File: src/rtl/core/mta_pkg.sv
// shared types, constants and codes of the mesh tangent accumulator
package mta_pkg;

	localparam int VERTEX_SLOTS = 4096;
	localparam int ADDR_W = $clog2(VERTEX_SLOTS);
	localparam int CNT_W = 6;
	localparam int CFG_IDX_W = 1;
	localparam int CFG_DATA_W = 23;

	localparam logic [1:0] CMD_LOAD = 2'd0;
	localparam logic [1:0] CMD_INDEX = 2'd1;
	localparam logic [1:0] CMD_READ = 2'd2;

	localparam logic [CFG_IDX_W-1:0] CFG_DET_THRESHOLD = 1'd0;
	localparam logic [CFG_IDX_W-1:0] CFG_FALLBACK_FACTOR = 1'd1;

	localparam logic [15:0] DET_THRESHOLD_RST = 16'd1;
	localparam logic [22:0] FALLBACK_FACTOR_RST = 23'd100000;

	typedef struct packed {
		logic [1:0]         cmd;
		logic [11:0]        vtx_slot;
		logic signed [31:0] pos_x;
		logic signed [31:0] pos_y;
		logic signed [31:0] pos_z;
		logic signed [31:0] tex_u;
		logic signed [31:0] tex_v;
	} in_item_t;

	typedef struct packed {
		logic [11:0]        read_index;
		logic signed [47:0] tangent_x;
		logic signed [47:0] tangent_y;
		logic signed [47:0] tangent_z;
	} out_item_t;

	typedef enum logic [3:0] {
		S_IDLE,
		S_RDOUT,
		S_VRD,
		S_DIFF,
		S_MUL,
		S_DET,
		S_FACT,
		S_DIV,
		S_DFIN,
		S_SCALE,
		S_ZFIX,
		S_ACC
	} state_t;

	typedef enum logic [3:0] {
		DP_NOP,
		DP_LOAD,
		DP_CORNER,
		DP_TAN_RD,
		DP_OUT_LOAD,
		DP_VRD,
		DP_DIFF,
		DP_MUL,
		DP_DET,
		DP_FACT,
		DP_DIV_STEP,
		DP_DIV_FIN,
		DP_SCALE,
		DP_ZFIX,
		DP_ACC_RD,
		DP_ACC_WR
	} dp_op_t;

	typedef struct packed {
		dp_op_t           op;
		logic [CNT_W-1:0] sel;
	} ctrl_t;

	typedef struct packed {
		logic use_div;
	} stat_t;

endpackage

File: src/rtl/core/mta_ctrl.sv
// sequencer of the mesh tangent accumulator
module mta_ctrl (
	input  logic          clk,
	input  logic          arst_n,
	input  logic          in_valid,
	input  logic [1:0]    in_cmd,
	input  logic          out_stall,
	input  mta_pkg::stat_t stat,
	output logic          in_stall,
	output logic          out_valid,
	output mta_pkg::ctrl_t ctrl
);
	import mta_pkg::*;

	state_t           state_q, state_d;
	logic [CNT_W-1:0] cnt_q;
	logic [1:0]       count_q;
	logic             out_valid_q;
	logic             accept;

	assign in_stall = (state_q != S_IDLE) ||
		(in_cmd == CMD_READ && out_valid_q && out_stall);
	assign accept = in_valid && !in_stall;
	assign out_valid = out_valid_q;

	always_comb begin
		state_d = state_q;
		unique case (state_q)
			S_IDLE: begin
				if (accept && in_cmd == CMD_INDEX && count_q == 2'd2) state_d = S_VRD;
				else if (accept && in_cmd == CMD_READ) state_d = S_RDOUT;
			end
			S_RDOUT: state_d = S_IDLE;
			S_VRD: if (cnt_q == CNT_W'(3)) state_d = S_DIFF;
			S_DIFF: state_d = S_MUL;
			S_MUL: if (cnt_q == CNT_W'(8)) state_d = S_DET;
			S_DET: state_d = S_FACT;
			S_FACT: state_d = stat.use_div ? S_DIV : S_SCALE;
			S_DIV: if (cnt_q == CNT_W'(48)) state_d = S_DFIN;
			S_DFIN: state_d = S_SCALE;
			S_SCALE: if (cnt_q == CNT_W'(13)) state_d = S_ZFIX;
			S_ZFIX: state_d = S_ACC;
			S_ACC: if (cnt_q == CNT_W'(5)) state_d = S_IDLE;
			default: state_d = S_IDLE;
		endcase
	end

	always_comb begin
		ctrl.op = DP_NOP;
		ctrl.sel = cnt_q;
		unique case (state_q)
			S_IDLE: begin
				ctrl.sel = CNT_W'(count_q);
				if (accept) begin
					case (in_cmd)
						CMD_LOAD: ctrl.op = DP_LOAD;
						CMD_INDEX: ctrl.op = DP_CORNER;
						CMD_READ: ctrl.op = DP_TAN_RD;
						default: ctrl.op = DP_NOP;
					endcase
				end
			end
			S_RDOUT: ctrl.op = DP_OUT_LOAD;
			S_VRD: ctrl.op = DP_VRD;
			S_DIFF: ctrl.op = DP_DIFF;
			S_MUL: ctrl.op = DP_MUL;
			S_DET: ctrl.op = DP_DET;
			S_FACT: ctrl.op = DP_FACT;
			S_DIV: ctrl.op = DP_DIV_STEP;
			S_DFIN: ctrl.op = DP_DIV_FIN;
			S_SCALE: ctrl.op = DP_SCALE;
			S_ZFIX: ctrl.op = DP_ZFIX;
			S_ACC: ctrl.op = cnt_q[0] ? DP_ACC_WR : DP_ACC_RD;
			default: ctrl.op = DP_NOP;
		endcase
	end

	always_ff @(posedge clk or negedge arst_n) begin
		if (!arst_n) begin
			state_q <= S_IDLE;
			cnt_q <= '0;
			count_q <= '0;
			out_valid_q <= 1'b0;
		end else begin
			state_q <= state_d;
			cnt_q <= (state_d != state_q) ? '0 : cnt_q + CNT_W'(1);
			if (state_q == S_IDLE && accept && in_cmd == CMD_INDEX)
				count_q <= (count_q == 2'd2) ? 2'd0 : count_q + 2'd1;
			if (state_q == S_RDOUT) out_valid_q <= 1'b1;
			else if (!out_stall) out_valid_q <= 1'b0;
		end
	end

endmodule

File: config.mk
export PLATFORM = sky130hd
export DESIGN_NAME = mta_ctrl
export DESIGN_NICKNAME = d
export VERILOG_FILES = /design/src/rtl/core/mta_pkg.sv /design/src/rtl/core/mta_ctrl.sv
export SDC_FILE = /design/constraint.sdc
export NUM_CORES = 1
export LEC_CHECK = 0
export BUFFER_PORTS_ARGS = -buffer_cell sky130_fd_sc_hd__buf_4
export CAP_MARGIN = 20
export CORE_MARGIN = 2
export CORE_UTILIZATION = 57
export DETAILED_ROUTE_END_ITERATION = 10
export GPL_ROUTABILITY_DRIVEN = 0
export PLACE_DENSITY = 0.84
export SYNTH_ARGS = -nofsm -noshare
export SYNTH_HDL_FRONTEND = slang
export SYNTH_SLANG_ARGS = --single-unit
File: constraint.sdc
create_clock -name clk -period 2.9 [get_ports clk]
set_input_delay 0.29 -clock clk [delete_from_list [all_inputs] [get_ports clk]]
set_output_delay 0.29 -clock clk [all_outputs]
set_load 0.005 [all_outputs]
# Yosys cells after proc, flatten, opt, wreduce, memory -nomap -nowiden
# Cells that the tools add are included.
[word_totals]
register_bits = 13
in_bits = 7
out_inout_bits = 12
wordCells = 58
[op_classes]
n_addsub = 2
n_eq_ne = 21
muxes = 18
reduce_logical = 13
[ops]
columns = ["operator", "count"]
rows = [
  ["one-hot mux 4 bit (12 select lines)", 1],
  ["one-hot mux 4 bit (11 select lines)", 1],
  ["two-way mux 4 bit", 9],
  ["equality test 4 x 3 -> 1 bit, second input constant", 4],
  ["equality test 4 bit, second input constant", 4],
  ["equality test 6 x 4 -> 1 bit, second input constant", 2],
  ["two-way mux 6 bit", 2],
  ["equality test 4 x 2 -> 1 bit, second input constant", 2],
  ["logical AND 1 bit", 8],
  ["adder 6 x 1 -> 6 bit, second input constant", 1],
  ["equality test 6 x 2 -> 1 bit, second input constant", 1],
  ["equality test 6 x 3 -> 1 bit, second input constant", 1],
  ["equality test 6 bit, second input constant", 1],
  ["one-hot mux 2 bit (3 select lines)", 1],
  ["equality test 2 bit, second input constant", 2],
  ["equality test 4 x 1 -> 1 bit, second input constant", 1],
  ["zero test 4 bit", 1],
  ["!= test 4 bit", 1],
  ["nonzero test 4 bit", 1],
  ["two-way mux 1 bit", 3],
  ["adder 2 x 1 -> 2 bit, second input constant", 1],
  ["equality test 2 x 1 -> 1 bit, second input constant", 1],
  ["zero test 2 bit", 1],
  ["two-way mux 2 bit", 1],
  ["other kinds (3)", 3],
]

# Logic depth before layout (Yosys ltp)
[logic_depth]
ltp_word = 12
mapped_depth = 10

# Worst setup path before layout
# Ideal clock, no wire load.
[synth_path]
path_kind = "register to register"
startpoint = "register state_q[2]"
endpoint = "register cnt_q[2]"
setup_time_ps = 86
arrival_time_ps = 2047
t_required_ps = 2814
setup_slack_ps = 767
path_stages_with_launch = 11
synth_period_minus_slack_ps = 2133
cell_sequence = "dfrtp_1 -> inv_1 -> ha_1 -> buf_2 -> nor3b_1 -> buf_2 -> nand4_1 -> nor2_1 -> o21ba_2 -> o221ai_2 -> nor3_1"
[synth_between]
elab_chain_cells = 10
[synth_rtl]
columns = ["item", "line_no", "text"]
rows = [
  ["from (decl)", "mta_ctrl.sv:15", "state_t state_q, state_d;"],
  ["from (signal assigned)", "mta_ctrl.sv:85", "state_q <= state_d;"],
  ["nonzero test 4 bit", "mta_ctrl.sv:21", "assign in_stall = (state_q != S_IDLE) ||"],
  ["logical OR 1 bit", "mta_ctrl.sv:21", ""],
  ["zero test 1 bit", "mta_ctrl.sv:23", "assign accept = in_valid && !in_stall;"],
  ["logical AND 1 bit", "mta_ctrl.sv:23", ""],
  ["logical AND 1 bit, on equally long branches", "mta_ctrl.sv:31, mta_ctrl.sv:30", ""],
  ["two-way mux 4 bit or logical AND 1 bit (tied branches)", "mta_ctrl.sv:31, mta_ctrl.sv:30", ""],
  ["two-way mux 4 bit", "mta_ctrl.sv:30", "if (accept && in_cmd == CMD_INDEX && count_q == 2'd2) state_d = S_VRD;"],
  ["one-hot mux 4 bit (11 select lines)", "mta_ctrl.sv:28", "unique case (state_q)"],
  ["!= test 4 bit *", "mta_ctrl.sv:86", "cnt_q <= (state_d != state_q) ? '0 : cnt_q + CNT_W'(1);"],
  ["two-way mux 6 bit *", "mta_ctrl.sv:86", ""],
  ["to (signal assigned)", "mta_ctrl.sv:86", ""],
  ["to (decl)", "mta_ctrl.sv:16", "logic [CNT_W-1:0] cnt_q;"],
]
# Every way passes the cells marked *; elsewhere a longest branch is shown, timed or not.
# A chain may end at the register's enable or synchronous reset.

==> flow_summary_export.csv <==
group,metric,value,unit
hold_path,holdCritStartpoint,"out_stall",
routing,vias,1320,
timing,setup_ws,350.8,ps
floorplanning,rows,17,
floorplanning,start_util,61.23,%
floorplanning,num_io_pins,19,
timing,max_freq,392.3,MHz
layout,finalNetCount,201,
clock_tree,cts_sinks,13,
floorplanning,die_h,52.98,µm
routing,wl_per_cell,15.78,µm
hold_path,hold_depth,3,
timing,rsz0062_at_grt,"no",
routing,routed_wl,3297,µm
timing,setup_viol,0,
synthesis,synth-warning-count,0,
routing,ant_nets,0,
floorplanning,die_w,52.98,µm
synthesis,synth-seq-cells,13,
placed_design,dpl_cell_area,1481,µm²
timing,fin_skew,4.613,ps
grt,antenna_found_initial,0,
grt,grt_start_max_net_pins,20,
timing,slew_viol_final,0,
routing,drc,0,
grt,grt_pass1_vias,1203,
timing,finalCriticalPeriod,2549,ps
placed_design,portBuffers,18,
clock_tree,numCtsBuffers,3,
layout,drive_gt1_share,17.68,%
run,cap_violations,0,
synthesis,async_flop_share,100.0,%
routing,first_iter_violations,40,
run_status,outcome,"complete, no violations",
synthesis,syn_area,1368,µm²
layout,post-route-cell-area,1519,µm²
clock_tree,h-tree-depth,1,
clock_tree,clk_pin_slew,80,ps
synthesis,ys_seq_area_share,23.79,%
power_and_ir_drop,peakVddDrop,0.0005861,V
grt,track_usage,27.18,%
layout,diodes,0,
clock_tree,clock_latency,290,ps
hold_path,hold_end,"out_valid",
timing,worstMarginPinSlew,602.3,ps
layout,syn2layout_area_growth,11.07,%
layout,final_common_cell,"buf_4",
synthesis,synth_edf_count,0,
worst_setup_path,cp_max_fo,9,
synthesis,ys.flop_type,"dfrtp_1",
routing,drt_first_pass_iters,4,
hold_path,hold_class,"in -> reg",
grt,grt_overflow,0,
worst_setup_path,regToRegStartpoint,"state_q[0]",
worst_setup_path,cp_slowest_cell,"dfrtp_1",
floorplanning,design.die.area,2807,µm²
placed_design,dp_slack,502.9,ps
synthesis,synth_cell_type_count,50,
layout,seqCellArea,325.3,µm²
worst_setup_path,criticalPathCategory,"reg -> out",
worst_setup_path,rr_worst_depth,6,
worst_setup_path,path_buf_inv,2,
synthesis,postSynthCellCount,169,
worst_setup_path,cp_slowest_stage_delay,440,ps
layout,final_cell_mix,"19 x buf_4, 16 x nor2_1, 13 x nand3_1, 13 x dfrtp_1",
grt,grt_pass1_wl,5485,µm
synthesis,synth_nets,188,
clock_tree,cts_buffer_depth,2,
worst_setup_path,arrival,2260,ps
timing,hold_ws,282.9,ps
layout,nFillCells,183,
placed_design,place_hpwl,2421,µm
layout,stdcell_count,209,
power_and_ir_drop,power_density,796.0,nW/µm²
worst_setup_path,path_delay_family,"simple AND/OR/NAND/NOR gates",
placed_design,dpl.cell_count,204,
synthesis,syn_area_per_cell,8.092,µm²
worst_setup_path,cp-start-kind,"register",
timing,finalSetupTns,0,ps
worst_setup_path,required,2610,ps
worst_setup_path,reg2reg_setup_slack,410,ps
floorplanning,coreArea,2233,µm²
clock_tree,postCtsSetupRepairBufs,0,
power_and_ir_drop,leakage,0.6721,nW
clock_tree,cts_tree,"done",
timing,max_slew_margin,59.84,%
timing,hold_viol_final,0,
timing,post-route-period-util,87.90,%
worst_setup_path,r2r-end,"cnt_q[2]",
clock_tree,cts_root_buf,"clkbuf_4",
worst_setup_path,worstPathCellList,"inv_1 > ha_1 > nor3b_1 > and3_1 > a221oi_1 > nor2_1 > buf_4",
worst_setup_path,endpoint_kind,"primary output",
layout,multiInputGateArea,937.1,µm²
routing,via_per_inst,6.316,
[sequential cells by signal, indices dropped and copies added (netlist names)]
register,count
cnt_q,6
out_valid,1
count_q,2
state_q,4
[cell type report]
class,count,share of cell area (%)
Inverter,11,2.718
Tap cell,28,2.306
Clock buffer,3,1.483
Multi-Input combinational cell,133,61.70
Sequential cell,13,21.42
Clock inverter,1,0.3295
Timing Repair Buffer,20,10.05
[worst max path at each step]
stage | startpoint | to | slack, ps | depth (start not counted)
2_1_floorplan | state_q[2] | cnt_q[2] | 770 | 10
3_3_place_gp | state_q[2] | cnt_q[3] | 620 | 8
3_5_place_dp | state_q[2] | cnt_q[5] | 500 | 8
4_1_cts | state_q[2] | ctrl[6] | 350 | 7
5_1_grt | state_q[2] | ctrl[7] | 170 | 7
6_report | state_q[2] | ctrl[6] | 350 | 7
[what timing repair did]
action	4_1_cts	5_1_grt
endpoints found under the hold margin	13	0
hold buffers	1	0
gates resized for setup	0	0
[logic make-up (layout without fill, tap and decap cells)]
group	Yosys count	in the layout	synth area share, %
adders and majority gates	12	12	10.98
muxes	1	1	0.7320
AOI/OAI and AO/OA	38	38	22.97
buffers and inverters	23	35	7.685
and+or+nand+nor	78	78	31.29
DFF	13	13	23.79
xor gates and xnor gates	4	4	2.562
[routing by layer]
layer | up-vias | global-route usage, % | routed length [µm]
met3 | 8 | 7.627 | 214
li1 | 635 | - | -
met1 | 632 | 33.91 | 1421
met5 | - | 0 | 0
met4 | 0 | 11.54 | 73
met2 | 45 | 43.54 | 1588
[cells in the mapped netlist, types with 4 or more instances]
| library cell | n | share of area, % |
|---|---|---|
| a21oi_1 | 6 | 2.2 |
| buf_2 | 6 | 2.2 |
| clkbuf_1 | 4 | 1.1 |
| dfrtp_1 | 13 | 24 |
| ha_1 | 12 | 11 |
| inv_1 | 11 | 3.0 |
| nand2_1 | 12 | 3.3 |
| nand3_1 | 13 | 4.8 |
| nor2_1 | 16 | 4.4 |
| nor2b_1 | 5 | 2.3 |
| nor3_1 | 11 | 4.0 |
| o21ai_0 | 7 | 2.6 |
[report_power, final]
group | switching (mW) | internal, mW | total, mW
registers | 0.100 | 0.232 | 0.332
clock network | 0.0649 | 0.0513 | 0.116
logic | 0.423 | 0.338 | 0.761
[tightest hold or removal path, delay by kind of cell]
kind / cells / cell delay, ps
buf+inv: 1 / 80
simple gates: 1 / 70
compound gates: 1 / 90
[per-stage QoR]
step / util [%] / total power, mW
floorplan: - / 0.8437
global placement: 66.33 / 1.056
detailed placement: 66.33 / 1.080
CTS: 68.01 / 1.212
global route: 68.01 / 1.317
finish: 68.01 / 1.209
(Power assumes the default switching activity.)
